--- config.mk ---
export PLATFORM = sky130hd
export DESIGN_NAME = hsi_to_rgb_converter
export DESIGN_NICKNAME = d
export VERILOG_FILES = /design/src/hsirgb_pkg.sv /design/src/hsirgb_front.sv /design/src/hsirgb_queue.sv /design/src/hsirgb_back.sv /design/src/hsi_to_rgb_converter.sv
export SDC_FILE = /design/constraint.sdc
export NUM_CORES = 2
export LEC_CHECK = 0
export ABC_AREA = 1
export BUFFER_PORTS_ARGS = -buffer_cell sky130_fd_sc_hd__clkbuf_2
export CAP_MARGIN = 20
export CORE_MARGIN = 4
export CORE_UTILIZATION = 60
export DETAILED_ROUTE_END_ITERATION = 7
export HOLD_SLACK_MARGIN = 0.12
export PLACE_DENSITY = 0.74
export SLEW_MARGIN = 10
export SYNTH_ARGS = -nofsm -noshare
export SYNTH_HDL_FRONTEND = slang
export SYNTH_SLANG_ARGS = --single-unit
--- constraint.sdc ---
create_clock -name aclk -period 22.3 [get_ports aclk]
set_input_delay 4.46 -clock aclk [delete_from_list [all_inputs] [get_ports aclk]]
set_output_delay 4.46 -clock aclk [all_outputs]
set_load 0.02 [all_outputs]
--- src/hsirgb_pkg.sv ---
`default_nettype none
package hsirgb_pkg;

    localparam int RATIO_FRAC_BITS_DEF = 12;

    localparam int HUE_W      = 10;
    localparam int LEVEL_W    = 8;
    localparam int SAT_W      = 9;
    localparam int INT_W      = 10;
    localparam int SCALE_W    = 16;
    localparam int CFG_IDX_W  = 8;
    localparam int CFG_DATA_W = 10;
    localparam int SECTOR_W   = 2;
    localparam int OFFSET_W   = 7;

    localparam int FULL_DEG   = 360;
    localparam int SECTOR_DEG = 120;
    localparam int LEVEL_MAX  = 255;
    localparam int HALF_DEG   = 180;

    localparam logic [SAT_W-1:0]   SAT_MAX     = 9'd256;
    localparam logic [INT_W-1:0]   INT_MAX     = 10'd512;
    localparam logic [SCALE_W-1:0] LEVEL_SCALE = SCALE_W'(LEVEL_MAX / 3);
    localparam logic [SCALE_W-1:0] SCALE_RESET = SCALE_W'((LEVEL_MAX / 3) * 256);

    localparam logic [CFG_IDX_W-1:0] CFG_SATURATION = 8'd0;
    localparam logic [CFG_IDX_W-1:0] CFG_INTENSITY  = 8'd1;

    localparam logic [SECTOR_W-1:0] SECTOR_RG = 2'd0;
    localparam logic [SECTOR_W-1:0] SECTOR_GB = 2'd1;
    localparam logic [SECTOR_W-1:0] SECTOR_BR = 2'd2;

    localparam int QUEUE_DEPTH = 4;
    localparam int QUEUE_AW    = $clog2(QUEUE_DEPTH);

    localparam logic [63:0] Q30_ONE = 64'd1073741824;
    localparam logic [63:0] PI_Q30  = 64'd3373259426;

    typedef struct packed {
        logic [SECTOR_W-1:0] sector;
        logic [OFFSET_W-1:0] offset;
    } hsirgb_item_t;

    typedef struct packed {
        logic s1_valid;
        logic s2_valid;
    } hsirgb_back_status_t;

    // shift-subtract division, elaboration only
    function automatic logic [63:0] udiv64(input logic [63:0] num, input logic [63:0] den);
        logic [63:0] quo;
        logic [64:0] rem;
        quo = '0;
        rem = '0;
        for (int i = 63; i >= 0; i--) begin
            rem = {rem[63:0], num[i]};
            if (rem >= {1'b0, den}) begin
                rem    = rem - {1'b0, den};
                quo[i] = 1'b1;
            end
        end
        return quo;
    endfunction

    // cosine in q30, 0..90 degrees, taylor series
    function automatic logic signed [63:0] cos_quarter(input int unsigned deg);
        logic [63:0] x;
        logic [63:0] x2;
        logic [63:0] term;
        logic signed [63:0] sum;
        x    = udiv64(64'(deg) * PI_Q30, 64'(HALF_DEG));
        x2   = (x * x) >> 30;
        term = Q30_ONE;
        sum  = $signed(Q30_ONE);
        for (int k = 1; k <= 12; k++) begin
            term = udiv64((term * x2) >> 30, 64'((2 * k - 1) * (2 * k)));
            if ((k & 1) == 1) begin
                sum = sum - $signed(term);
            end else begin
                sum = sum + $signed(term);
            end
        end
        return sum;
    endfunction

    function automatic logic signed [63:0] cos_deg(input int d);
        int unsigned a;
        a = (d < 0) ? int'(-d) : d;
        if (a > 90) begin
            return -cos_quarter(HALF_DEG - a);
        end
        return cos_quarter(a);
    endfunction

    // cos(h)/cos(60-h) scaled by 2^frac, rounded half away from zero
    function automatic logic signed [31:0] ratio_entry(input int h, input int frac);
        logic signed [63:0] num;
        logic signed [63:0] den;
        logic [63:0] mag;
        logic [63:0] q;
        num = cos_deg(h);
        den = cos_deg(60 - h);
        mag = (num < 0) ? 64'(-num) : 64'(num);
        q   = udiv64((mag << frac) + (64'(den) >> 1), 64'(den));
        return (num < 0) ? -$signed(32'(q)) : $signed(32'(q));
    endfunction

endpackage
`default_nettype wire

--- src/hsirgb_front.sv ---
`default_nettype none
module hsirgb_front
    import hsirgb_pkg::*;
(
    input  wire logic               aclk,
    input  wire logic               aresetn,
    input  wire logic               s_valid,
    output logic                    s_ready,
    input  wire logic [HUE_W-1:0]   s_hue,
    output logic                    out_valid,
    input  wire logic               out_ready,
    output hsirgb_item_t            out_item
);

    logic         valid_reg;
    hsirgb_item_t item_reg;
    hsirgb_item_t item_next;
    logic [HUE_W-1:0] hue_mod;

    // hue below 1024, so at most two subtractions of a full turn
    always_comb begin
        if (s_hue >= HUE_W'(2 * FULL_DEG)) begin
            hue_mod = s_hue - HUE_W'(2 * FULL_DEG);
        end else if (s_hue >= HUE_W'(FULL_DEG)) begin
            hue_mod = s_hue - HUE_W'(FULL_DEG);
        end else begin
            hue_mod = s_hue;
        end
    end

    always_comb begin
        if (hue_mod >= HUE_W'(2 * SECTOR_DEG)) begin
            item_next.sector = SECTOR_BR;
            item_next.offset = OFFSET_W'(hue_mod - HUE_W'(2 * SECTOR_DEG));
        end else if (hue_mod >= HUE_W'(SECTOR_DEG)) begin
            item_next.sector = SECTOR_GB;
            item_next.offset = OFFSET_W'(hue_mod - HUE_W'(SECTOR_DEG));
        end else begin
            item_next.sector = SECTOR_RG;
            item_next.offset = OFFSET_W'(hue_mod);
        end
    end

    assign s_ready   = !valid_reg || out_ready;
    assign out_valid = valid_reg;
    assign out_item  = item_reg;

    always_ff @(posedge aclk) begin
        if (!aresetn) begin
            valid_reg <= 1'b0;
        end else if (s_ready) begin
            valid_reg <= s_valid;
        end
    end

    always_ff @(posedge aclk) begin
        if (s_valid && s_ready) begin
            item_reg <= item_next;
        end
    end

endmodule
`default_nettype wire

--- src/hsirgb_queue.sv ---
`default_nettype none
module hsirgb_queue
    import hsirgb_pkg::*;
(
    input  wire logic         aclk,
    input  wire logic         aresetn,
    input  wire logic         in_valid,
    output logic              in_ready,
    input  wire hsirgb_item_t in_item,
    output logic              out_valid,
    input  wire logic         out_ready,
    output hsirgb_item_t      out_item
);

    hsirgb_item_t         mem [QUEUE_DEPTH];
    logic [QUEUE_AW-1:0]  wr_ptr_reg;
    logic [QUEUE_AW-1:0]  rd_ptr_reg;
    logic [QUEUE_AW:0]    count_reg;
    logic                 push;
    logic                 pop;

    assign in_ready  = (count_reg != (QUEUE_AW + 1)'(QUEUE_DEPTH));
    assign out_valid = (count_reg != '0);
    assign out_item  = mem[rd_ptr_reg];
    assign push      = in_valid && in_ready;
    assign pop       = out_valid && out_ready;

    always_ff @(posedge aclk) begin
        if (!aresetn) begin
            wr_ptr_reg <= '0;
            rd_ptr_reg <= '0;
            count_reg  <= '0;
        end else begin
            if (push) begin
                wr_ptr_reg <= (wr_ptr_reg == QUEUE_AW'(QUEUE_DEPTH - 1)) ? '0 : wr_ptr_reg + 1'b1;
            end
            if (pop) begin
                rd_ptr_reg <= (rd_ptr_reg == QUEUE_AW'(QUEUE_DEPTH - 1)) ? '0 : rd_ptr_reg + 1'b1;
            end
            if (push && !pop) begin
                count_reg <= count_reg + 1'b1;
            end else if (pop && !push) begin
                count_reg <= count_reg - 1'b1;
            end
        end
    end

    always_ff @(posedge aclk) begin
        if (push) begin
            mem[wr_ptr_reg] <= in_item;
        end
    end

endmodule
`default_nettype wire

--- src/hsirgb_back.sv ---
`default_nettype none
module hsirgb_back
    import hsirgb_pkg::*;
#(
    parameter int RATIO_FRAC_BITS = RATIO_FRAC_BITS_DEF
) (
    input  wire logic                 aclk,
    input  wire logic                 aresetn,
    input  wire logic                 in_valid,
    output logic                      in_ready,
    input  wire hsirgb_item_t         in_item,
    input  wire logic [SAT_W-1:0]     saturation,
    input  wire logic [SCALE_W-1:0]   level_scale,
    output logic                      m_valid,
    input  wire logic                 m_ready,
    output logic [LEVEL_W-1:0]        m_red,
    output logic [LEVEL_W-1:0]        m_green,
    output logic [LEVEL_W-1:0]        m_blue,
    output hsirgb_back_status_t       status
);

    localparam int RW  = RATIO_FRAC_BITS + 3;
    localparam int FW  = RATIO_FRAC_BITS + 11;
    localparam int PW  = FW + SCALE_W + 1;
    localparam int SH  = 16 + RATIO_FRAC_BITS;
    localparam int LW  = SCALE_W + SAT_W;

    logic signed [RW-1:0] ratio_tab [SECTOR_DEG];

    for (genvar g = 0; g < SECTOR_DEG; g++) begin : g_tab
        localparam logic signed [31:0] ENTRY = ratio_entry(g, RATIO_FRAC_BITS);
        assign ratio_tab[g] = RW'(ENTRY);
    end

    logic                  v1_reg;
    logic [SECTOR_W-1:0]   sec1_reg;
    logic signed [FW-1:0]  fac_up1_reg;
    logic signed [FW-1:0]  fac_dn1_reg;
    logic                  v2_reg;
    logic [SECTOR_W-1:0]   sec2_reg;
    logic signed [PW-1:0]  prod_up2_reg;
    logic signed [PW-1:0]  prod_dn2_reg;
    logic [LW-1:0]         prod_low2_reg;
    logic                  m_valid_reg;
    logic [LEVEL_W-1:0]    red_reg;
    logic [LEVEL_W-1:0]    green_reg;
    logic [LEVEL_W-1:0]    blue_reg;

    logic rdy1;
    logic rdy2;
    logic rdy3;

    logic signed [RW-1:0]  ratio_up;
    logic signed [RW-1:0]  ratio_dn;
    logic signed [FW-1:0]  sat_ext;
    logic signed [FW-1:0]  fac_up_next;
    logic signed [FW-1:0]  fac_dn_next;
    logic signed [PW-1:0]  scale_ext;
    logic signed [PW-1:0]  prod_up_next;
    logic signed [PW-1:0]  prod_dn_next;
    logic [LW-1:0]         prod_low_next;
    logic [LEVEL_W-1:0]    lvl_up;
    logic [LEVEL_W-1:0]    lvl_dn;
    logic [LEVEL_W-1:0]    lvl_low;
    logic [LEVEL_W-1:0]    red_next;
    logic [LEVEL_W-1:0]    green_next;
    logic [LEVEL_W-1:0]    blue_next;

    function automatic logic [LEVEL_W-1:0] clamp_level(input logic signed [PW-1:0] p);
        if (p[PW-1]) begin
            return '0;
        end else if (|p[PW-2:SH+LEVEL_W]) begin
            return LEVEL_W'(LEVEL_MAX);
        end
        return p[SH+LEVEL_W-1:SH];
    endfunction

    assign rdy3     = !m_valid_reg || m_ready;
    assign rdy2     = !v2_reg || rdy3;
    assign rdy1     = !v1_reg || rdy2;
    assign in_ready = rdy1;

    // stage 1: table lookup and saturation blend
    assign ratio_up    = ratio_tab[in_item.offset];
    assign ratio_dn    = RW'(1 << RATIO_FRAC_BITS) - ratio_up;
    assign sat_ext     = FW'(saturation);
    assign fac_up_next = FW'(256 << RATIO_FRAC_BITS) + sat_ext * FW'(ratio_up);
    assign fac_dn_next = FW'(256 << RATIO_FRAC_BITS) + sat_ext * FW'(ratio_dn);

    // stage 2: scale by 85*intensity, the /3 of 255/3 cancels exactly
    assign scale_ext     = PW'(level_scale);
    assign prod_up_next  = PW'(fac_up1_reg) * scale_ext;
    assign prod_dn_next  = PW'(fac_dn1_reg) * scale_ext;
    assign prod_low_next = LW'(level_scale) * LW'(SAT_MAX - saturation);

    // stage 3: truncate, clamp and route by sector
    assign lvl_up  = clamp_level(prod_up2_reg);
    assign lvl_dn  = clamp_level(prod_dn2_reg);
    assign lvl_low = (|prod_low2_reg[LW-1:16+LEVEL_W]) ? LEVEL_W'(LEVEL_MAX)
                                                       : prod_low2_reg[16+LEVEL_W-1:16];

    always_comb begin
        case (sec2_reg)
            SECTOR_RG: begin
                red_next   = lvl_up;
                green_next = lvl_dn;
                blue_next  = lvl_low;
            end
            SECTOR_GB: begin
                red_next   = lvl_low;
                green_next = lvl_up;
                blue_next  = lvl_dn;
            end
            SECTOR_BR: begin
                red_next   = lvl_dn;
                green_next = lvl_low;
                blue_next  = lvl_up;
            end
            default: begin
                red_next   = lvl_dn;
                green_next = lvl_low;
                blue_next  = lvl_up;
            end
        endcase
    end

    always_ff @(posedge aclk) begin
        if (!aresetn) begin
            v1_reg      <= 1'b0;
            v2_reg      <= 1'b0;
            m_valid_reg <= 1'b0;
        end else begin
            if (rdy1) begin
                v1_reg <= in_valid;
            end
            if (rdy2) begin
                v2_reg <= v1_reg;
            end
            if (rdy3) begin
                m_valid_reg <= v2_reg;
            end
        end
    end

    always_ff @(posedge aclk) begin
        if (rdy1 && in_valid) begin
            sec1_reg    <= in_item.sector;
            fac_up1_reg <= fac_up_next;
            fac_dn1_reg <= fac_dn_next;
        end
        if (rdy2 && v1_reg) begin
            sec2_reg      <= sec1_reg;
            prod_up2_reg  <= prod_up_next;
            prod_dn2_reg  <= prod_dn_next;
            prod_low2_reg <= prod_low_next;
        end
        if (rdy3 && v2_reg) begin
            red_reg   <= red_next;
            green_reg <= green_next;
            blue_reg  <= blue_next;
        end
    end

    assign m_valid         = m_valid_reg;
    assign m_red           = red_reg;
    assign m_green         = green_reg;
    assign m_blue          = blue_reg;
    assign status.s1_valid = v1_reg;
    assign status.s2_valid = v2_reg;

endmodule
`default_nettype wire

--- src/hsi_to_rgb_converter.sv ---
`default_nettype none
// throughput: one beat per cycle while m_ready does not stall the output, limited by the single-issue pipeline
// path: an accepted beat passes through the front register, the queue,
//   the blend multiply stage, the scale multiply stage and the output register
// the 4-entry queue lets the front keep accepting while the back stalls on m_ready
// reset: synchronous active-low aresetn clears valid flags and the queue, and sets
//   saturation and intensity to 1.0; no clearing pass
module hsi_to_rgb_converter
    import hsirgb_pkg::*;
#(
    parameter int RATIO_FRAC_BITS = RATIO_FRAC_BITS_DEF
) (
    input  wire logic                   aclk,
    input  wire logic                   aresetn,
    input  wire logic                   s_valid,
    output logic                        s_ready,
    input  wire logic [HUE_W-1:0]       s_hue,
    output logic                        m_valid,
    input  wire logic                   m_ready,
    output logic [LEVEL_W-1:0]          m_red,
    output logic [LEVEL_W-1:0]          m_green,
    output logic [LEVEL_W-1:0]          m_blue,
    input  wire logic                   cfg_wr_en,
    input  wire logic [CFG_IDX_W-1:0]   cfg_wr_index,
    input  wire logic [CFG_DATA_W-1:0]  cfg_wr_data
);

    logic [SAT_W-1:0]    saturation_reg;
    logic [SAT_W-1:0]    saturation_next;
    logic [SCALE_W-1:0]  scale_reg;
    logic [SCALE_W-1:0]  scale_next;
    logic [INT_W-1:0]    intensity_clamped;

    logic                front_valid;
    logic                front_ready;
    hsirgb_item_t        front_item;
    logic                queue_valid;
    logic                queue_ready;
    hsirgb_item_t        queue_item;
    hsirgb_back_status_t back_status;

    // registers hold clamped values; intensity is kept premultiplied by 255/3
    assign saturation_next   = (cfg_wr_data[SAT_W-1:0] > SAT_MAX) ? SAT_MAX
                                                                  : cfg_wr_data[SAT_W-1:0];
    assign intensity_clamped = (cfg_wr_data[INT_W-1:0] > INT_MAX) ? INT_MAX
                                                                  : cfg_wr_data[INT_W-1:0];
    assign scale_next        = SCALE_W'(intensity_clamped) * LEVEL_SCALE;

    always_ff @(posedge aclk) begin
        if (!aresetn) begin
            saturation_reg <= SAT_MAX;
            scale_reg      <= SCALE_RESET;
        end else if (cfg_wr_en) begin
            case (cfg_wr_index)
                CFG_SATURATION: saturation_reg <= saturation_next;
                CFG_INTENSITY:  scale_reg      <= scale_next;
                default: begin
                end
            endcase
        end
    end

    hsirgb_front u_front (
        .aclk      (aclk),
        .aresetn   (aresetn),
        .s_valid   (s_valid),
        .s_ready   (s_ready),
        .s_hue     (s_hue),
        .out_valid (front_valid),
        .out_ready (front_ready),
        .out_item  (front_item)
    );

    hsirgb_queue u_queue (
        .aclk      (aclk),
        .aresetn   (aresetn),
        .in_valid  (front_valid),
        .in_ready  (front_ready),
        .in_item   (front_item),
        .out_valid (queue_valid),
        .out_ready (queue_ready),
        .out_item  (queue_item)
    );

    hsirgb_back #(
        .RATIO_FRAC_BITS (RATIO_FRAC_BITS)
    ) u_back (
        .aclk        (aclk),
        .aresetn     (aresetn),
        .in_valid    (queue_valid),
        .in_ready    (queue_ready),
        .in_item     (queue_item),
        .saturation  (saturation_reg),
        .level_scale (scale_reg),
        .m_valid     (m_valid),
        .m_ready     (m_ready),
        .m_red       (m_red),
        .m_green     (m_green),
        .m_blue      (m_blue),
        .status      (back_status)
    );

    logic pipe_empty;
    assign pipe_empty = !front_valid && !queue_valid && !back_status.s1_valid
                        && !back_status.s2_valid && !m_valid;

`ifndef ASSERT_OFF
    // a beat into an empty pipeline comes out after the fixed latency
    a_latency: assert property (@(posedge aclk) disable iff (!aresetn)
        (s_valid && s_ready && pipe_empty) |-> ##5 m_valid)
        else $error("result missing after fixed latency");

    // a taken result with nothing behind it leaves the output empty
    a_no_extra: assert property (@(posedge aclk) disable iff (!aresetn)
        (m_valid && m_ready && !front_valid && !queue_valid && !back_status.s1_valid
         && !back_status.s2_valid) |=> !m_valid)
        else $error("result produced with nothing in flight");
`endif

endmodule
`default_nettype wire

# Yosys cells after proc, flatten, opt, wreduce, memory -nomap -nowiden
# Memories as Yosys holds them, arrays and structs flattened. A register that Yosys moved wholly into a read port is not among the register bits.
# Cells that the tools add are included.
# totals
ff_bits,224
mem_bits_rw,36
romBits,1920
in_bits,33
out_inout_bits,26
elab_cells,109
n_memories,2
# memory_table
name,depth,word_bits,read_ports,rd_ports_with_merged_regs,write_ports,line_no,text
(no name shown),128,15,1,0,0,hsirgb_back.sv:84,assign ratio_up = ratio_tab[in_item.offset];
u_queue.mem,4,9,1,1,1,hsirgb_queue.sv:15,hsirgb_item_t mem [QUEUE_DEPTH];
# classes
addsub,12
multipliers,6
order_cmp,7
eq_ne,5
mux,30
bitwise_logic,1
reduce_logical,25
# ops
cell,count
$mul 23x17->40,2
$mux 8,8
$pmux 8 s2,3
$add 22x23->23 const A,2
$mul 10x15->23,2
$mux 10,3
$mux 15,2
$mul 16x25->25,1
$mul 10x7->16 const B,1
$sub 14x15->15 const A,1
$sub 7x7->7 const B,2
$ge 10x10->1 const B,1
$ge 10x7->1 const B,1
$ge 10x8->1 const B,1
$ge 10x9->1 const B,1
$gt 10x10->1 const B,1
$sub 10x10->10 const B,1
$sub 10x9->10 const B,1
$sub 9x9->10 const A,1
$gt 9x9->1 const B,1
$mux 9,1
$eq 8x1->1 const B,1
$ge 8x8->1 const B,1
$logic_not 8->1,1
other kinds (19),46

# Depth between registers and ports, before layout
# depth
ltp_word,8
depth_mapped,51
ltp_nobuf,50

# Cells and area by module
# Synthesis repeated with hierarchy kept, for this count alone.
# unflattened
hier_cells,6616
hier_area_um2,53093.4
# by_module_without_submodules
mod,n_inst,cells_per_inst,area_each_um2,seq_area_each_um2
hsirgb_back,1,5958,47822.1,3243.1
hsi_to_rgb_converter,1,342,2357.3,500.5
hsirgb_queue,1,156,1860.5,1261.2
hsirgb_front,1,160,1053.5,290.3

# Least setup slack after synthesis
# Ideal clock, no wire load.
# synth_timing
kind,input port to flip-flop
startpoint,input port cfg_wr_data[4]
endpoint,register scale_reg[15]
setup_ns,0.109
arrival_time_ns,8.493
t_required_ns,22.191
setup_slack_ns,13.698
stages,26
path_buffers,0
cell_sequence,nor4_1 -> nand3_1 -> nor3_1 -> a21oi_1 -> nor2_1 -> ha_1 -> ha_1 -> ha_1 -> inv_1 -> fa_1 -> inv_1 -> ha_1 -> nand2_1 -> o21ai_0 -> a21boi_0 -> o21ai_0 -> a21oi_1 -> o21ai_0 -> nand2_1 -> nand2_1 -> a21o_1 -> nand2_1 -> inv_1 -> o21ai_0 -> nand2_1 -> inv_1
# synth_via
elab_chain_len,3
# synth_rtl
element,line_no,text
start: declaration,hsi_to_rgb_converter.sv:25,input wire logic [CFG_DATA_W-1:0] cfg_wr_data
$gt 10x10->1,hsi_to_rgb_converter.sv:45,assign intensity_clamped = (cfg_wr_data[INT_W-1:0] > INT_MAX) ? INT_MAX
$mux 10 *,hsi_to_rgb_converter.sv:45,
$mul 10x7->16 *,hsi_to_rgb_converter.sv:47,assign scale_next = SCALE_W'(intensity_clamped) * LEVEL_SCALE;
end signal: assignment,hsi_to_rgb_converter.sv:56,CFG_INTENSITY: scale_reg <= scale_next;
end: declaration,hsi_to_rgb_converter.sv:30,logic [SCALE_W-1:0] scale_reg;
# Mark *: on every way between the ends. The rest lies on a longest branch, timed or not.
# A chain may end at the register's enable or synchronous reset.

==> metrics.md <==
| Metric | Value |
|---|---|
| Final estimated routing congestion in global placement | roughly 0.93 |
| Post-cts hold buffer count | 0 |
| PnR worst setup slack | roughly 13000 ps |
| DR DRC count | 0 |
| # fillers | 7766 |
| Relative slew slack | 24.7% |
| Critical-path top delay cell | dfxtp_1 |
| Sequential area share after synthesis | around 10% |
| Initial Utilization | approximately three fifths |
| Clock sink count | around 190 |
| Crit path DAT | between 9000 and 10000 ps |
| Core area | about 90000 sq um |
| Area contributors post-synth | fa_1 (42%), inv_1 (12%), ha_1 (11%) |
| EDFF count, synth | 151 |
| Worst r2r dst | u_back.fac_dn1_reg[22]$_DFFE_PP_ |
| Hold path start | u_back.v1_reg$_SDFFE_PN0P_ |
| DP HPWL | around 110000 microns |
| Worst path bufs/invs | 8 |
| Maxcap violations | 0 |
| Worst clock skew | approximately 24 ps |
| Post-CTS Setup Repair Bufs | 0 |
| Worst-Margin Slew | 1120 ps |
| Root Buffer | clkbuf_16 |
| Number of global-route vias before repair | between 40000 and 50000 |
| GR Util met3 | under 10% |
| Layout cells sized above 1 | 3.92% |
| CTS clk-pin slew, worst paths | approximately 90 ps |
| Unrepaired setup endpoints after global routing | false |
| Largest register FFs | 36 |
| Final Slew Violations | 0 |
| Crit path largest cell delay | 830 ps |
| Die W | approximately 310 microns |
| Crit path launch type | flop |
| Post-synthesis cell type count | 63 |
| Synth area leader | fa_1 |
| Synth async-reset ratio | 0% |
| Minimum clock period | 9500 ps |
| Num CTS Buffers | 17 |
| Setup TNS | 0 ps |
| Antenna Nets Post-Route | 0 |
| GR Util All Layers | between 30% and 40% |
| Hold Path End | u_back.v2_reg$_SDFFE_PN0P_ |
| Resize count post-CTS | 0 |
| 1st-iter DRT viols | about 3200 |
| Hold depth | 2 |
| Worst Setup End Kind | flop |
| Met1 usage | 40.1% |
| Total grt overflow | 0 |
| Number of cells on the critical path | 47 |
| Critical path class | flop to flop |
| DP Worst Slack | about 13000 ps |
| DR vias | just over 40000 |
| Initial antenna violation count | 4 |
| Final wirelength | 143000 microns |
| Share of the synthesized area in the top cell type | between 40% and 50% |
| # rows | roughly 110 |
| Final period utilization | around 43% |
| R2R Setup Slk | ~13000 ps |
| Setup violators final | 0 |
| Total I/O pin count | 59 |
| P&R area growth vs syn | 3.00% |
| CTS tree | done |
| Syn Area/Cell | around 8 sq um |
| Die Y-Extent | a little over 300 microns |
| Final hold vios | 0 |
| Layout Cells excl Fill | between 7000 and 8000 |
| Nets@finish | between 7000 and 8000 |
| H-tree level count | 4 |
| Die ar. | between 90000 and 100000 sq um |
| DR WL/cell | around 19 microns |
| Outcome | finished, final reports clean |
| Fmax achieved | between 100 and 150 MHz |
| Seq cells post-synth | 189 |
| Ys Warns | 0 |
| Most frequent CP cell | nand2_1 |
| Global route hottest layer | met2 |
| Cells after Synth | 6526 |
| Crit-path max FO | 23 |
| Clock Latency Late Sink | between 500 and 600 ps |
| Syn nets | 8140 |
| CTS Buffer Depth | 2 |
| Primary FF master, synth | edfxtp_1 |
| WP data required | around 23000 ps |
| Dpl cells | between 7000 and 8000 |
| First-pass GRT wire length | around 230000 microns |
| Worst-case reg-to-reg path depth | 47 |
| Hold WC Path Type | flop to flop |
| Synthesized cell area | around 54000 sq um |
| Vias per inst | around 5.5 |
| Pre-antenna DRT Iters | 8 |
| Met2 Use GR | a little over half |
| Top Family by Delay on Critical Path | adder cells |
| Largest net degree at the start of global routing | 54 |
| Port buffer count | slightly below 60 |
layer usage:
layer / wire [microns] / vias to the layer above / share of wire [%]
met5: 18 / - / 0.013
li1: - / 18700 / -
met3: 11600 / 443 / 8.1
met4: 8990 / 2 / 6.3
met1: 54500 / 20600 / 38
met2: 67900 / 1759 / 47
layout make-up:
| class | instances | area, sq um | area share (%) |
|---|---|---|---|
| antenna | 4 | 10.0 | 0.0181 |
| clock buffer | 17 | 425 | 0.769 |
| clock inverter | 15 | 166 | 0.301 |
| inverter | 1804 | 6770 | 12.2 |
| multi-input combinational | 4274 | 40600 | 73.3 |
| sequential | 189 | 5320 | 9.60 |
| tap | 1165 | 1460 | 2.63 |
| timing repair buffer | 98 | 603 | 1.09 |
layout by cell type, fill, tap and decap left out, types with 4 or more instances in the layout:
cell type,instances
a211oi_1,9
a21o_1,13
a21oi_1,192
a221oi_1,6
a31oi_1,8
and3_1,4
buf_4,39
clkbuf_16,17
clkbuf_2,58
clkinv_1,6
dfxtp_1,22
dfxtp_2,16
diode_2,4
edfxtp_1,151
fa_1,1126
ha_1,455
inv_1,1781
inv_2,17
nand2_1,1449
nand2_2,28
nand2_4,9
nand3_1,174
nand3_2,12
nand4_1,28
nor2_1,359
nor2_2,9
nor3_1,27
nor4_1,8
o211ai_1,16
o21a_1,5
o21ai_0,121
o21ai_1,8
o21bai_1,7
or2_2,12
xnor2_1,56
xor2_1,88
worst register-to-register path: cells and delay by family (launching register included):
family / cells / cell delay [ps]
AOI/OAI and AO/OA: 4 / 750
adders and majority gates: 8 / 3480
buffers and inverters: 8 / 1160
DFF: 1 / 830
and+or+nand+nor: 27 / 3010
metrics by stage:
step           utilization [%]  hold slack, ps  cell area (sq um)
5_1_grt                   62.4             527              55300
3_3_place_gp              61.7             472              54700
2_1_floorplan                -             400              53700
6_report                  62.4             485              55300
4_1_cts                   62.4             491              55300
3_5_place_dp              61.7             477              54700
cells in the mapped netlist, types with 27 or more instances:
cell type / number
a21oi_1: 193
nand3_1: 174
nor3_1: 27
nand4_1: 28
clkbuf_1: 205
ha_1: 455
o21ai_0: 121
xnor2_1: 56
nand2_1: 1449
fa_1: 1126
nand2_2: 28
inv_1: 1782
xor2_1: 88
dfxtp_1: 38
edfxtp_1: 151
nor2_1: 359
logic make-up (layout without fill, tap and decap cells):
logic type | count (synthesis) | count (layout) | share of synthesized area, %
AOI/OAI and AO/OA | 414 | 414 | 4.37
xor gates and xnor gates | 145 | 145 | 2.38
adders and majority gates | 1581 | 1581 | 52.5
buffers and inverters | 2063 | 1934 | 14.6
DFF | 189 | 189 | 9.85
other | 1 | 5 | 0.00698
and+or+nand+nor | 2133 | 2133 | 16.2
worst max-delay path by stage:
stage	startpoint	end	slack [ps]
3_3_place_gp	flop	u_back.fac_dn1_reg[22]$_DFFE_PP_	13060
2_1_floorplan	cfg_wr_data[4]	scale_reg[15]$_SDFFE_PN0P_	13700
3_5_place_dp	flop	u_back.fac_dn1_reg[22]$_DFFE_PP_	12850
4_1_cts	flop	u_back.fac_dn1_reg[22]$_DFFE_PP_	12880
6_report	flop	u_back.fac_dn1_reg[22]$_DFFE_PP_	12800
5_1_grt	flop	u_back.fac_dn1_reg[22]$_DFFE_PP_	11980
Power is left out: the tool's default activity adds up to more than one toggle a clock period on the data nets, which glitch-free logic cannot reach.
